`src/rtl/core/avcpk_pkg.sv`:
```
`timescale 1ns / 1ps
// ----------------------------------------------------------------------------
// avcpk_pkg
// Types and constants shared by the Annex-B to FLV AVC packetizer.
// ----------------------------------------------------------------------------
package avcpk_pkg;

	localparam logic [7:0] NAL_SPS   = 8'h67;
	localparam logic [7:0] NAL_PPS   = 8'h68;
	localparam logic [7:0] NAL_IDR   = 8'h65;
	localparam logic [7:0] TAG_KEY   = 8'h17;
	localparam logic [7:0] TAG_INTER = 8'h27;
	localparam logic [7:0] AVCC_FF   = 8'hFF;
	localparam logic [7:0] AVCC_E1   = 8'hE1;
	localparam logic [7:0] BYTE_01   = 8'h01;

	localparam logic [1:0] KIND_SEQ   = 2'd0;
	localparam logic [1:0] KIND_KEY   = 2'd1;
	localparam logic [1:0] KIND_INTER = 2'd2;

	localparam int QDEPTH = 4;

	// Lead bytes of the sequence header run 0..12, then SPS, mid bytes, PPS.
	localparam logic [5:0] LEAD_LAST = 6'd12;
	localparam logic [5:0] MID_LAST  = 6'd2;
	localparam logic [5:0] HDR_LAST  = 6'd8;

	typedef enum logic [1:0] {
		FM_IDLE,
		FM_START,
		FM_CAPTURE,
		FM_TAG
	} frame_mode_t;

	typedef enum logic [2:0] {
		PH_LEAD,
		PH_SPS,
		PH_MID,
		PH_PPS,
		PH_HDR,
		PH_DATA
	} phase_t;

	// One entry per input byte that produces output.
	typedef struct packed {
		logic        do_seq;
		logic        do_hdr;
		logic [7:0]  data;
		logic [1:0]  kind;
		logic        eop;
		logic [31:0] tstamp;
		logic [23:0] len;
		logic        err;
	} cmd_t;

endpackage

```
`src/rtl/core/avcpk_in_if.sv`:
```
`timescale 1ns / 1ps
// ----------------------------------------------------------------------------
// avcpk_in_if
// Annex-B byte stream channel.
// ----------------------------------------------------------------------------
interface avcpk_in_if;
	logic        valid;
	logic        ready;
	logic [7:0]  in_byte;
	logic        first_of_frame;
	logic        last_of_frame;
	logic [23:0] frame_len;
	logic [31:0] timestamp;

	modport source(output valid, in_byte, first_of_frame, last_of_frame, frame_len,
		timestamp, input ready);
	modport sink(input valid, in_byte, first_of_frame, last_of_frame, frame_len,
		timestamp, output ready);
endinterface

```
`src/rtl/core/avcpk_out_if.sv`:
```
`timescale 1ns / 1ps
// ----------------------------------------------------------------------------
// avcpk_out_if
// FLV video body byte channel.
// ----------------------------------------------------------------------------
interface avcpk_out_if;
	logic        valid;
	logic        ready;
	logic [7:0]  out_byte;
	logic [1:0]  packet_kind;
	logic        end_of_packet;
	logic [31:0] packet_time;
	logic        param_error;

	modport source(output valid, out_byte, packet_kind, end_of_packet, packet_time,
		param_error, input ready);
	modport sink(input valid, out_byte, packet_kind, end_of_packet, packet_time,
		param_error, output ready);
endinterface

```
`src/rtl/core/avcpk_front.sv`:
```
`timescale 1ns / 1ps
// ----------------------------------------------------------------------------
// avcpk_front
// Frame parser: tracks frame position, captures SPS/PPS, issues commands.
// ----------------------------------------------------------------------------
module avcpk_front import avcpk_pkg::*; #(
	parameter int MAX_SPS_BYTES = 24,
	parameter int MAX_PPS_BYTES = 8,
	parameter int SPS_CW = $clog2(MAX_SPS_BYTES + 6),
	parameter int PPS_CW = $clog2(MAX_PPS_BYTES + 2),
	parameter int SPS_AW = $clog2(MAX_SPS_BYTES),
	parameter int PPS_AW = $clog2(MAX_PPS_BYTES)
) (
	input  logic              clk,
	input  logic              arst_n,
	avcpk_in_if.sink          frames,
	input  logic              q_full,
	output logic              q_push,
	output cmd_t              q_cmd,
	output logic              sps_we,
	output logic [SPS_AW-1:0] sps_wa,
	output logic              pps_we,
	output logic [PPS_AW-1:0] pps_wa,
	output logic [7:0]        wr_data,
	output logic [SPS_CW-1:0] sps_cnt,
	output logic [PPS_CW-1:0] pps_cnt
);

	localparam logic [SPS_CW-1:0] SPS_MAX  = SPS_CW'(MAX_SPS_BYTES);
	localparam logic [SPS_CW-1:0] SPS_SAT  = SPS_CW'(MAX_SPS_BYTES + 5);
	localparam logic [PPS_CW-1:0] PPS_MAX  = PPS_CW'(MAX_PPS_BYTES);
	localparam logic [PPS_CW-1:0] PPS_SAT  = PPS_CW'(MAX_PPS_BYTES + 1);

	frame_mode_t       mode_q, mode_a, mode_b, mode_n;
	logic [23:0]       pos_q, p;
	logic [31:0]       recent_q;
	logic [SPS_CW-1:0] sps_q, sc, sc_n;
	logic [PPS_CW-1:0] pps_q, pc, pc_eff, pc_n;
	logic              inpps_q, inp, inp_n;
	logic              cached_q, cached_n, err_q, err_n;
	logic [23:0]       hlen_q, hl;
	logic [31:0]       htime_q, ht;
	logic [1:0]        kind_q, kind;
	logic              accept, at_start, is67, start_tag, start_cap, cap, sw, fend;

	assign frames.ready = !q_full;
	assign accept = frames.valid && !q_full;

	// decode of the current byte
	always_comb begin
		mode_a = frames.first_of_frame ? FM_START : mode_q;
		p = frames.first_of_frame ? 24'd0 : pos_q;
		at_start = (mode_a == FM_START) && (p >= 24'd4);
		is67 = frames.in_byte == NAL_SPS;
		hl = at_start ? frames.frame_len : hlen_q;
		ht = at_start ? frames.timestamp : htime_q;
		kind = at_start ? ((frames.in_byte == NAL_IDR) ? KIND_KEY : KIND_INTER) : kind_q;
		start_tag = at_start && !is67;
		start_cap = at_start && is67 && !cached_q;
		fend = frames.last_of_frame || ({1'b0, p} + 25'd1 >= {1'b0, hl});
	end

	// next state
	always_comb begin
		if (at_start)
			mode_b = is67 ? (cached_q ? FM_IDLE : FM_CAPTURE) : FM_TAG;
		else if (mode_a == FM_START && frames.last_of_frame)
			mode_b = FM_IDLE;
		else
			mode_b = mode_a;
		mode_n = ((mode_b == FM_CAPTURE || mode_b == FM_TAG) && fend) ? FM_IDLE : mode_b;

		cap = mode_b == FM_CAPTURE;
		sc = start_cap ? '0 : sps_q;
		pc = start_cap ? '0 : pps_q;
		inp = start_cap ? 1'b0 : inpps_q;
		sw = cap && !inp && sc >= SPS_CW'(5) && recent_q == 32'd1
			&& frames.in_byte == NAL_PPS;
		sc_n = sc;
		pc_n = pc;
		pc_eff = sw ? '0 : pc;
		inp_n = inp;
		cached_n = cached_q;
		err_n = err_q;
		sps_we = 1'b0;
		pps_we = 1'b0;
		if (cap) begin
			if (!inp && !sw) begin
				sps_we = sc < SPS_MAX;
				if (sc < SPS_SAT)
					sc_n = sc + SPS_CW'(1);
			end else begin
				if (sw)
					sc_n = sc - SPS_CW'(4);
				inp_n = 1'b1;
				pps_we = pc_eff < PPS_MAX;
				pc_n = (pc_eff < PPS_SAT) ? pc_eff + PPS_CW'(1) : pc_eff;
			end
			if (fend) begin
				if (inp_n && sc_n <= SPS_MAX && pc_n <= PPS_MAX) begin
					cached_n = 1'b1;
					err_n = 1'b0;
				end else begin
					if (inp_n)
						err_n = 1'b1;
					sc_n = '0;
					pc_n = '0;
				end
			end
		end
		sps_we = sps_we && accept;
		pps_we = pps_we && accept;
	end

	// command output
	always_comb begin
		q_push = accept && (mode_b == FM_TAG);
		q_cmd.do_seq = start_tag && (frames.in_byte == NAL_IDR) && cached_q;
		q_cmd.do_hdr = start_tag;
		q_cmd.data = frames.in_byte;
		q_cmd.kind = kind;
		q_cmd.eop = fend;
		q_cmd.tstamp = ht;
		q_cmd.len = (hl >= 24'd4) ? hl - 24'd4 : 24'd0;
		q_cmd.err = err_q;
	end

	assign sps_wa = sc[SPS_AW-1:0];
	assign pps_wa = pc_eff[PPS_AW-1:0];
	assign wr_data = frames.in_byte;
	assign sps_cnt = sps_q;
	assign pps_cnt = pps_q;

	always_ff @(posedge clk or negedge arst_n) begin
		if (!arst_n) begin
			mode_q <= FM_IDLE;
			pos_q <= '0;
			recent_q <= '0;
			sps_q <= '0;
			pps_q <= '0;
			inpps_q <= 1'b0;
			cached_q <= 1'b0;
			err_q <= 1'b0;
			hlen_q <= '0;
			htime_q <= '0;
			kind_q <= '0;
		end else if (accept) begin
			mode_q <= mode_n;
			pos_q <= (p != 24'hFFFFFF) ? p + 24'd1 : p;
			recent_q <= {recent_q[23:0], frames.in_byte};
			sps_q <= sc_n;
			pps_q <= pc_n;
			inpps_q <= cap ? inp_n : inpps_q;
			cached_q <= cached_n;
			err_q <= err_n;
			hlen_q <= hl;
			htime_q <= ht;
			kind_q <= kind;
		end
	end

	ap_no_push_full: assert property (@(posedge clk) disable iff (!arst_n)
		q_full |-> !q_push) else $error("push into full queue");
	ap_seq_has_hdr: assert property (@(posedge clk) disable iff (!arst_n)
		q_push && q_cmd.do_seq |-> q_cmd.do_hdr && q_cmd.kind == KIND_KEY)
		else $error("sequence header without key tag");
	ap_cached_sticks: assert property (@(posedge clk) disable iff (!arst_n)
		cached_q |=> cached_q) else $error("cache dropped");
	ap_no_write_cached: assert property (@(posedge clk) disable iff (!arst_n)
		cached_q |-> !sps_we && !pps_we) else $error("store write while cached");

endmodule

```
`src/rtl/core/avcpk_queue.sv`:
```
`timescale 1ns / 1ps
// ----------------------------------------------------------------------------
// avcpk_queue
// Short command queue between parser and body sequencer.
// ----------------------------------------------------------------------------
module avcpk_queue import avcpk_pkg::*; (
	input  logic clk,
	input  logic arst_n,
	input  logic push,
	input  cmd_t wr_cmd,
	input  logic pop,
	output cmd_t head,
	output logic empty,
	output logic full
);

	localparam int AW = $clog2(QDEPTH);

	cmd_t            mem [QDEPTH];
	logic [AW-1:0]   wp_q, rp_q;
	logic [AW:0]     cnt_q;

	assign empty = cnt_q == '0;
	assign full = cnt_q == (AW+1)'(QDEPTH);
	assign head = mem[rp_q];

	always_ff @(posedge clk) begin
		if (push)
			mem[wp_q] <= wr_cmd;
	end

	always_ff @(posedge clk or negedge arst_n) begin
		if (!arst_n) begin
			wp_q <= '0;
			rp_q <= '0;
			cnt_q <= '0;
		end else begin
			if (push)
				wp_q <= wp_q + AW'(1);
			if (pop)
				rp_q <= rp_q + AW'(1);
			if (push && !pop)
				cnt_q <= cnt_q + (AW+1)'(1);
			else if (pop && !push)
				cnt_q <= cnt_q - (AW+1)'(1);
		end
	end

endmodule

```
`src/rtl/core/avcpk_back.sv`:
```
`timescale 1ns / 1ps
// ----------------------------------------------------------------------------
// avcpk_back
// Body sequencer: expands commands into FLV body bytes, holds the
// parameter-set stores.
// ----------------------------------------------------------------------------
module avcpk_back import avcpk_pkg::*; #(
	parameter int MAX_SPS_BYTES = 24,
	parameter int MAX_PPS_BYTES = 8,
	parameter int SPS_CW = $clog2(MAX_SPS_BYTES + 6),
	parameter int PPS_CW = $clog2(MAX_PPS_BYTES + 2),
	parameter int SPS_AW = $clog2(MAX_SPS_BYTES),
	parameter int PPS_AW = $clog2(MAX_PPS_BYTES)
) (
	input  logic              clk,
	input  logic              arst_n,
	input  cmd_t              head,
	input  logic              q_empty,
	output logic              q_pop,
	input  logic              sps_we,
	input  logic [SPS_AW-1:0] sps_wa,
	input  logic              pps_we,
	input  logic [PPS_AW-1:0] pps_wa,
	input  logic [7:0]        wr_data,
	input  logic [SPS_CW-1:0] sps_cnt,
	input  logic [PPS_CW-1:0] pps_cnt,
	avcpk_out_if.source       bodies
);

	logic [7:0]  sps_mem [MAX_SPS_BYTES];
	logic [7:0]  pps_mem [MAX_PPS_BYTES];

	phase_t      ph_q, ph, ph_n;
	logic        busy_q;
	logic [5:0]  cnt_q, cnt_n;
	logic        emit;
	logic [5:0]  k;
	logic [SPS_AW-1:0] sps_ra;
	logic [7:0]  sps_rd, pps_rd;
	logic [7:0]  byte_c;
	logic [1:0]  kind_c;
	logic        eop_c;
	logic [31:0] time_c;

	logic        ov_q;
	logic [7:0]  ob_q;
	logic [1:0]  ok_q;
	logic        oe_q, oerr_q;
	logic [31:0] ot_q;

	always_ff @(posedge clk) begin
		if (sps_we)
			sps_mem[sps_wa] <= wr_data;
		if (pps_we)
			pps_mem[pps_wa] <= wr_data;
	end

	assign emit = !q_empty && (!ov_q || bodies.ready);

	always_comb begin
		if (busy_q)
			ph = ph_q;
		else if (head.do_seq)
			ph = PH_LEAD;
		else if (head.do_hdr)
			ph = PH_HDR;
		else
			ph = PH_DATA;
	end

	// next state
	always_comb begin
		ph_n = ph;
		cnt_n = cnt_q + 6'd1;
		case (ph)
			PH_LEAD: if (cnt_q == LEAD_LAST) begin
				ph_n = PH_SPS;
				cnt_n = '0;
			end
			PH_SPS: if (cnt_q == 6'(sps_cnt - SPS_CW'(1))) begin
				ph_n = PH_MID;
				cnt_n = '0;
			end
			PH_MID: if (cnt_q == MID_LAST) begin
				ph_n = PH_PPS;
				cnt_n = '0;
			end
			PH_PPS: if (cnt_q == 6'(pps_cnt - PPS_CW'(1))) begin
				ph_n = PH_HDR;
				cnt_n = '0;
			end
			PH_HDR: if (cnt_q == HDR_LAST) begin
				ph_n = PH_DATA;
				cnt_n = '0;
			end
			default: cnt_n = '0;
		endcase
	end

	// byte selection
	always_comb begin
		k = cnt_q - 6'd5;
		sps_ra = (ph == PH_LEAD) ? k[SPS_AW-1:0] : cnt_q[SPS_AW-1:0];
		sps_rd = sps_mem[sps_ra];
		pps_rd = pps_mem[cnt_q[PPS_AW-1:0]];
		byte_c = 8'h00;
		kind_c = KIND_SEQ;
		eop_c = 1'b0;
		time_c = 32'd0;
		case (ph)
			PH_LEAD: begin
				case (cnt_q)
					6'd0: byte_c = TAG_KEY;
					6'd5: byte_c = BYTE_01;
					6'd6, 6'd7, 6'd8:
						byte_c = ({{(SPS_CW > 6 ? 0 : 6 - SPS_CW){1'b0}}, sps_cnt} > 6'(k))
							? sps_rd : 8'h00;
					6'd9: byte_c = AVCC_FF;
					6'd10: byte_c = AVCC_E1;
					6'd12: byte_c = 8'(sps_cnt);
					default: byte_c = 8'h00;
				endcase
			end
			PH_SPS: byte_c = sps_rd;
			PH_MID: begin
				case (cnt_q)
					6'd0: byte_c = BYTE_01;
					6'd2: byte_c = 8'(pps_cnt);
					default: byte_c = 8'h00;
				endcase
			end
			PH_PPS: begin
				byte_c = pps_rd;
				eop_c = cnt_q == 6'(pps_cnt - PPS_CW'(1));
			end
			PH_HDR: begin
				kind_c = head.kind;
				time_c = head.tstamp;
				case (cnt_q)
					6'd0: byte_c = (head.kind == KIND_KEY) ? TAG_KEY : TAG_INTER;
					6'd1: byte_c = BYTE_01;
					6'd6: byte_c = head.len[23:16];
					6'd7: byte_c = head.len[15:8];
					6'd8: byte_c = head.len[7:0];
					default: byte_c = 8'h00;
				endcase
			end
			default: begin
				byte_c = head.data;
				kind_c = head.kind;
				eop_c = head.eop;
				time_c = head.tstamp;
			end
		endcase
	end

	assign q_pop = emit && ph == PH_DATA;

	always_ff @(posedge clk or negedge arst_n) begin
		if (!arst_n) begin
			busy_q <= 1'b0;
			ph_q <= PH_DATA;
			cnt_q <= '0;
			ov_q <= 1'b0;
		end else begin
			if (emit) begin
				busy_q <= ph != PH_DATA;
				ph_q <= ph_n;
				cnt_q <= cnt_n;
			end
			ov_q <= emit || (ov_q && !bodies.ready);
		end
	end

	always_ff @(posedge clk) begin
		if (emit) begin
			ob_q <= byte_c;
			ok_q <= kind_c;
			oe_q <= eop_c;
			ot_q <= time_c;
			oerr_q <= head.err;
		end
	end

	assign bodies.valid = ov_q;
	assign bodies.out_byte = ob_q;
	assign bodies.packet_kind = ok_q;
	assign bodies.end_of_packet = oe_q;
	assign bodies.packet_time = ot_q;
	assign bodies.param_error = oerr_q;

	ap_busy_has_cmd: assert property (@(posedge clk) disable iff (!arst_n)
		busy_q |-> !q_empty) else $error("sequencer busy with empty queue");
	ap_sps_nonempty: assert property (@(posedge clk) disable iff (!arst_n)
		emit && ph == PH_SPS |-> sps_cnt != '0) else $error("empty SPS in header");
	ap_pop_after_data: assert property (@(posedge clk) disable iff (!arst_n)
		q_pop |=> !busy_q) else $error("sequencer left busy after pop");

endmodule

```
`src/rtl/core/h264_annexb_to_flv_avc_packetizer_core.sv`:
```
`timescale 1ns / 1ps
// ----------------------------------------------------------------------------
// h264_annexb_to_flv_avc_packetizer_core
// Converts Annex-B H.264 frames into FLV AVC video tag bodies.
// ----------------------------------------------------------------------------
// Input bytes are taken one per cycle while the four-entry command queue has
// room. The body sequencer sends one byte per cycle while the output is ready,
// so a frame body is one byte per payload byte plus 9 bytes of tag header at the
// frame start; a key frame with cached parameter sets adds 16 + SPS + PPS
// header bytes (at most 48 with default sizes). During those bursts the
// queue fills and input stalls; the single output byte port sets the rate.
// SPS/PPS frames are consumed with no output.
module h264_annexb_to_flv_avc_packetizer_core import avcpk_pkg::*; #(
	parameter int MAX_SPS_BYTES = 24,
	parameter int MAX_PPS_BYTES = 8
) (
	input  logic        clk,
	input  logic        arst_n,
	avcpk_in_if.sink    frames,
	avcpk_out_if.source bodies
);

	localparam int SPS_CW = $clog2(MAX_SPS_BYTES + 6);
	localparam int PPS_CW = $clog2(MAX_PPS_BYTES + 2);
	localparam int SPS_AW = $clog2(MAX_SPS_BYTES);
	localparam int PPS_AW = $clog2(MAX_PPS_BYTES);

	cmd_t              wr_cmd, head;
	logic              push, pop, q_empty, q_full;
	logic              sps_we, pps_we;
	logic [SPS_AW-1:0] sps_wa;
	logic [PPS_AW-1:0] pps_wa;
	logic [7:0]        wr_data;
	logic [SPS_CW-1:0] sps_cnt;
	logic [PPS_CW-1:0] pps_cnt;

	avcpk_front #(
		.MAX_SPS_BYTES(MAX_SPS_BYTES),
		.MAX_PPS_BYTES(MAX_PPS_BYTES)
	) u_front (
		.clk(clk), .arst_n(arst_n), .frames(frames),
		.q_full(q_full), .q_push(push), .q_cmd(wr_cmd),
		.sps_we(sps_we), .sps_wa(sps_wa), .pps_we(pps_we), .pps_wa(pps_wa),
		.wr_data(wr_data), .sps_cnt(sps_cnt), .pps_cnt(pps_cnt)
	);

	avcpk_queue u_queue (
		.clk(clk), .arst_n(arst_n), .push(push), .wr_cmd(wr_cmd),
		.pop(pop), .head(head), .empty(q_empty), .full(q_full)
	);

	avcpk_back #(
		.MAX_SPS_BYTES(MAX_SPS_BYTES),
		.MAX_PPS_BYTES(MAX_PPS_BYTES)
	) u_back (
		.clk(clk), .arst_n(arst_n), .head(head), .q_empty(q_empty), .q_pop(pop),
		.sps_we(sps_we), .sps_wa(sps_wa), .pps_we(pps_we), .pps_wa(pps_wa),
		.wr_data(wr_data), .sps_cnt(sps_cnt), .pps_cnt(pps_cnt), .bodies(bodies)
	);

endmodule

```
`src/flat_wrapper.sv`:
```
// flat-port wrapper written by rule: the top's interface ports become plain ports
module h264_annexb_to_flv_avc_packetizer_core_flat import avcpk_pkg::*;
#(
	parameter int MAX_SPS_BYTES = 24,
	parameter int MAX_PPS_BYTES = 8
)
  (clk, arst_n, frames_valid, frames_in_byte, frames_first_of_frame, frames_last_of_frame, frames_frame_len, frames_timestamp, frames_ready, bodies_valid, bodies_out_byte, bodies_packet_kind, bodies_end_of_packet, bodies_packet_time, bodies_param_error, bodies_ready);
  avcpk_in_if frames_i ();
  avcpk_out_if bodies_i ();
  input  logic clk;
  input  logic arst_n;
  input wire logic [$bits(frames_i.valid)-1:0] frames_valid;
  input wire logic [$bits(frames_i.in_byte)-1:0] frames_in_byte;
  input wire logic [$bits(frames_i.first_of_frame)-1:0] frames_first_of_frame;
  input wire logic [$bits(frames_i.last_of_frame)-1:0] frames_last_of_frame;
  input wire logic [$bits(frames_i.frame_len)-1:0] frames_frame_len;
  input wire logic [$bits(frames_i.timestamp)-1:0] frames_timestamp;
  output wire logic [$bits(frames_i.ready)-1:0] frames_ready;
  output wire logic [$bits(bodies_i.valid)-1:0] bodies_valid;
  output wire logic [$bits(bodies_i.out_byte)-1:0] bodies_out_byte;
  output wire logic [$bits(bodies_i.packet_kind)-1:0] bodies_packet_kind;
  output wire logic [$bits(bodies_i.end_of_packet)-1:0] bodies_end_of_packet;
  output wire logic [$bits(bodies_i.packet_time)-1:0] bodies_packet_time;
  output wire logic [$bits(bodies_i.param_error)-1:0] bodies_param_error;
  input wire logic [$bits(bodies_i.ready)-1:0] bodies_ready;
  assign frames_i.valid = frames_valid;
  assign frames_i.in_byte = frames_in_byte;
  assign frames_i.first_of_frame = frames_first_of_frame;
  assign frames_i.last_of_frame = frames_last_of_frame;
  assign frames_i.frame_len = frames_frame_len;
  assign frames_i.timestamp = frames_timestamp;
  assign frames_ready = frames_i.ready;
  assign bodies_valid = bodies_i.valid;
  assign bodies_out_byte = bodies_i.out_byte;
  assign bodies_packet_kind = bodies_i.packet_kind;
  assign bodies_end_of_packet = bodies_i.end_of_packet;
  assign bodies_packet_time = bodies_i.packet_time;
  assign bodies_param_error = bodies_i.param_error;
  assign bodies_i.ready = bodies_ready;
  h264_annexb_to_flv_avc_packetizer_core #(.MAX_SPS_BYTES(MAX_SPS_BYTES), .MAX_PPS_BYTES(MAX_PPS_BYTES)) u_core (.clk(clk), .arst_n(arst_n), .frames(frames_i), .bodies(bodies_i));
endmodule
```
`config.mk`:
```
export PLATFORM = sky130hd
export DESIGN_NAME = h264_annexb_to_flv_avc_packetizer_core_flat
export DESIGN_NICKNAME = d
export VERILOG_FILES = /design/src/rtl/core/avcpk_pkg.sv /design/src/rtl/core/avcpk_in_if.sv /design/src/rtl/core/avcpk_out_if.sv /design/src/rtl/core/avcpk_front.sv /design/src/rtl/core/avcpk_queue.sv /design/src/rtl/core/avcpk_back.sv /design/src/rtl/core/h264_annexb_to_flv_avc_packetizer_core.sv /design/src/flat_wrapper.sv
export SDC_FILE = /design/constraint.sdc
export NUM_CORES = 1
export LEC_CHECK = 0
export ABC_AREA = 1
export BUFFER_PORTS_ARGS = -buffer_cell sky130_fd_sc_hd__buf_2
export CORE_AREA = 2 2 230 277
export DETAILED_ROUTE_END_ITERATION = 16
export DIE_AREA = 0 0 232 279
export PLACE_DENSITY = 0.76
export RECOVER_POWER = 50
export SLEW_MARGIN = 10
export SYNTH_ARGS = -nofsm -noshare
export SYNTH_HDL_FRONTEND = slang
export SYNTH_HIERARCHICAL = 1
export SYNTH_SLANG_ARGS = --single-unit
```
`constraint.sdc`:
```
create_clock -name clk -period 7.8 [get_ports clk]
set_clock_uncertainty 0.15 [all_clocks]
set_input_delay 2.34 -clock clk [delete_from_list [all_inputs] [get_ports clk]]
set_output_delay 2.34 -clock clk [all_outputs]
set_load 0.02 [all_outputs]
```
==> flow_summary_export.csv <==
group,metric,value,unit
final_layout,fin_nets,3512,
die,die_h,279,microns
timing,hold_violations,0,
critical_path,critPathLaunchType,"input pin",
yosys,synth_edf_count,580,
yosys,async_reset_ff_share,20.11,%
final_layout,fin_util,60.09,%
yosys,synth_area,0.03375,sq mm
critical_path,crit_chain,"buf_2 > inv_2 > o21ai_0 > nand2_1 > nor2_1 > nand3_1 > nand2_1 > clkinvlp_2 > buf_4 > or2_1 > o21ai_2 > ha_1 > nand2_1 > nor4_1 > a2111oi_0 > a21boi_0 > inv_1 > nand2_2 > nand2_1 > a21oi_1",
cts,clock_latency,0.62,ns
grt,antenna_found_initial,6,
run,cap_violations,16,
placement,dp_hpwl,50.11,mm
detailed_routing,wl,79.00,mm
power,power,14.34,mW
cts,cts_tree,"done",
power,p_sw_share,39.51,%
grt,grt_pass1_wl,124.2,mm
die,io_pins,116,
timing,setup_viol,0,
yosys,synthTopCellsByArea,"edfxtp_1 (52%), dfrtp_1 (11%), nand2_1 (9.2%)",
cts,cts_hold_buffers,0,
power,clockPowerShare,24.3,%
yosys,synth_nets,3428,
timing,setup_ws,0.7908,ns
detailed_routing,drc,0,
cts,clkSlewWorstSetupHoldPaths,0.06,ns
cts,cts_made_buffers,72,
timing,max_freq,142.7,MHz
final_layout,n_fill_cell,5019,
timing,period_share,89.86,%
placement,place_congestion,0.9269,
detailed_routing,routedWlPerCell,18.52,microns
critical_path,cp_common_cell,"nand2_1",
yosys,synth_top_area_cell,"edfxtp_1",
yosys,yosysUniqueCellTypes,61,
grt,grt_pass1_vias,22882,
power,pwr-share-seq,37.7,%
critical_path,cp-end-kind,"flop",
timing,worst_hold_slack,0.3351,ns
yosys,synth_common_cells,"nand2_1 (823), edfxtp_1 (580), inv_1 (387)",
grt,grt_start_max_net_pins,117,
detailed_routing,drtIter0Drc,2320,
critical_path,timing.critical_path.from,"frames_first_of_frame",
detailed_routing,ant_nets,0,
cts,ctsResizeCount,0,
critical_path,worstPathMaxFanout,66,
detailed_routing,via_per_inst,5.535,
final_layout,areaGrowthSynthToFinish,10.27,%
cts,cts.sinks,726,
die,fp.dieArea,0.06473,sq mm
critical_path,r2r-end,"u_core/u_back/bodies.out_byte[6]",
power,leakage,15.05,nW
critical_path,setup.worst_path.end,"u_core/u_front/sps_cnt[0]",
cts,htreeDepth,3,
cts,cts_max_path_buffers,3,
yosys,yosysTopAreaCellShare,51.61,%
power,ir_worst_vdd,0.2467,mV
critical_path,required,8.18,ns
yosys,synth-seq-cells,726,
placement,portBuffers,115,
grt,track_usage,24.70,%
yosys,synth_area_per_cell,10.21,sq um
critical_path,critPathKind,"input pin to flop",
grt,grt_overflow,0,
timing,drv_slew,906,
timing,rsz0062_at_grt,"no",
critical_path,crit_family,"simple AND/OR/NAND/NOR gates",
cts,cts_root_buf,"clkbuf_16",
placement,dp_slack,0.5947,ns
die,initial_core_util,54.49,%
power,combinationalPowerShare,38.0,%
critical_path,ff2ff_path_depth,17,
critical_path,cpPeakStageDelay,0.67,ns
yosys,seq_area_frac_synth,62.44,%
power,power_density,385.3,mW/mm^2
critical_path,cp.arrival,7.39,ns
timing,fin_setup_tns,0,ns
min_path,worstHoldPathCells,2,
power,p_switching,5.665,mW
run_status,status,"finished with violations",
detailed_routing,drtPass1Iterations,7,
yosys,dominantRegCellSynth,"edfxtp_1",
timing,fin_crit,7.009,ns
timing,tightest_slew,3.825,ns
yosys,yosysWarnings,6,
critical_path,crit-reg2reg-launch,"u_core/u_queue/rp_q[1]",
detailed_routing,via_count,23607,
critical_path,crit_slowest_cell,"clkinvlp_2",
timing,maxSlewHeadroom,-155.0,%
critical_path,r2r_setup_slack,1.15,ns
min_path,hold_class,"flop to flop",
final_layout,drive_above_1_share,9.078,%
cts,post-cts-setup-buffers,0,
yosys,yosysMostFrequentCell,"nand2_1",
run_status,violations,"max-capacitance violations, max-slew violations",
die,die_x,232,microns
yosys,syn_inst,3305,
die,row_count,100,
power,intPower,8.673,mW
critical_path,crit_buf_inv,5,
die,coreArea,0.06193,sq mm
critical_path,worstSetupPathDepth,20,
## logic make-up after synthesis
| family | share of synthesized area [%] |
|---|---|
| AO/OA/AOI/OAI | 9.042 |
| buffers and inverters | 7.526 |
| XOR/XNOR | 1.375 |
| adder cells (fa/ha/maj) | 1.987 |
| AND/OR/NAND/NOR | 17.22 |
| multiplexers | 0.4078 |
| flip-flops | 62.44 |
## worst min-delay path: stages (launching register included)
cell     delay, ns
dfrtp_1       0.34
nand2_1       0.06
nand2_1       0.05
## state kept, by name (all words and copies together) (netlist names), 2 cells and up
signal,count
u_core/u_front/sps_cnt,5
u_core/u_front/pos_q,24
u_core/u_back/sps_mem,192
u_core/u_front/htime_q,32
u_core/u_queue/wp_q,2
u_core/u_back/pps_mem,64
u_core/u_front/recent_q,32
u_core/u_queue/rp_q,2
u_core/u_front/mode_q,2
u_core/u_back/ph_q,3
u_core/u_back/cnt_q,6
u_core/u_back/bodies.packet_kind,2
u_core/u_queue/mem,280
u_core/u_queue/cnt_q,3
u_core/u_front/hlen_q,24
u_core/u_back/bodies.out_byte,8
u_core/u_back/bodies.packet_time,32
u_core/u_front/kind_q,2
u_core/u_front/pps_cnt,4
## cell type report
class | count | area (sq um) | share of cell area [%]
multi-input combinational | 1987 | 10150 | 27.28
tap | 816 | 1021 | 2.743
antenna | 1 | 2.502 | 0.006724
sequential | 726 | 21080 | 56.63
inverter | 425 | 1603 | 4.307
timing repair buffer | 177 | 969.7 | 2.606
clock inverter | 36 | 412.9 | 1.109
clock buffer | 97 | 1978 | 5.315
## stage by stage
stage          area, sq um  std cells
3_5_place_dp         34970       4131
6_report             37220       4265
4_1_cts              37360       4264
2_1_floorplan        33750       3305
5_1_grt              37210       4264
3_3_place_gp         34970       4131
## cells in the final DEF (no fill, tap or decap), types with 5 or more instances in the layout
cell,n
nor3_1,21
o21ai_0,176
nand2_1,824
xnor2_1,12
xor2_1,41
clkbuf_16,74
nor4_1,14
clkbuf_1,87
o22ai_1,8
nand2_2,14
o211ai_1,149
ha_1,52
a22oi_1,10
o21ai_1,12
dfrtp_1,143
nand4_1,29
buf_4,41
nor2_1,195
nor2_2,6
a21oi_1,90
clkinv_2,10
edfxtp_1,580
bufinv_16,7
or2_1,7
o2111ai_1,11
nand3_1,243
inv_2,33
o21ai_2,15
inv_1,382
or2_0,5
clkinv_1,15
mux2i_1,11
nor2_4,6
buf_2,60
## how the worst min path moves through the flow
stage / from / end / slack, ns
floorplan: u_core/u_front/hlen_q[12] / u_core/u_front/hlen_q[12] / 0.30
global placement: u_core/u_front/hlen_q[0] / u_core/u_front/hlen_q[0] / 0.31
detailed placement: u_core/u_front/recent_q[30] / u_core/u_front/recent_q[30] / 0.32
CTS: u_core/u_front/recent_q[30] / u_core/u_front/recent_q[30] / 0.33
global route: u_core/u_back/ph_q[1] / u_core/u_back/ph_q[1] / 0.35
finish: u_core/u_front/recent_q[30] / u_core/u_front/recent_q[30] / 0.34
## layer usage
layer | GRT usage, % | vias to the layer above | wire [microns]
li1 | - | 11319 | -
met1 | 31.41 | 11342 | 31700
met2 | 42.59 | 777 | 39770
met3 | 3.636 | 159 | 4672
met4 | 9.714 | 10 | 2794
met5 | 0 | - | 64
## power by group through the flow
stage | Clock [mW] | Combinational (mW) | Sequential [mW]
5_1_grt | 3.70 | 6.07 | 5.46
4_1_cts | 3.55 | 5.46 | 5.38
6_report | 3.49 | 5.45 | 5.40
3_3_place_gp | 0 | 5.32 | 5.44
3_5_place_dp | 0 | 5.42 | 5.46
2_1_floorplan | 0 | 3.97 | 5.44
Power figures use the tool's default switching activity.
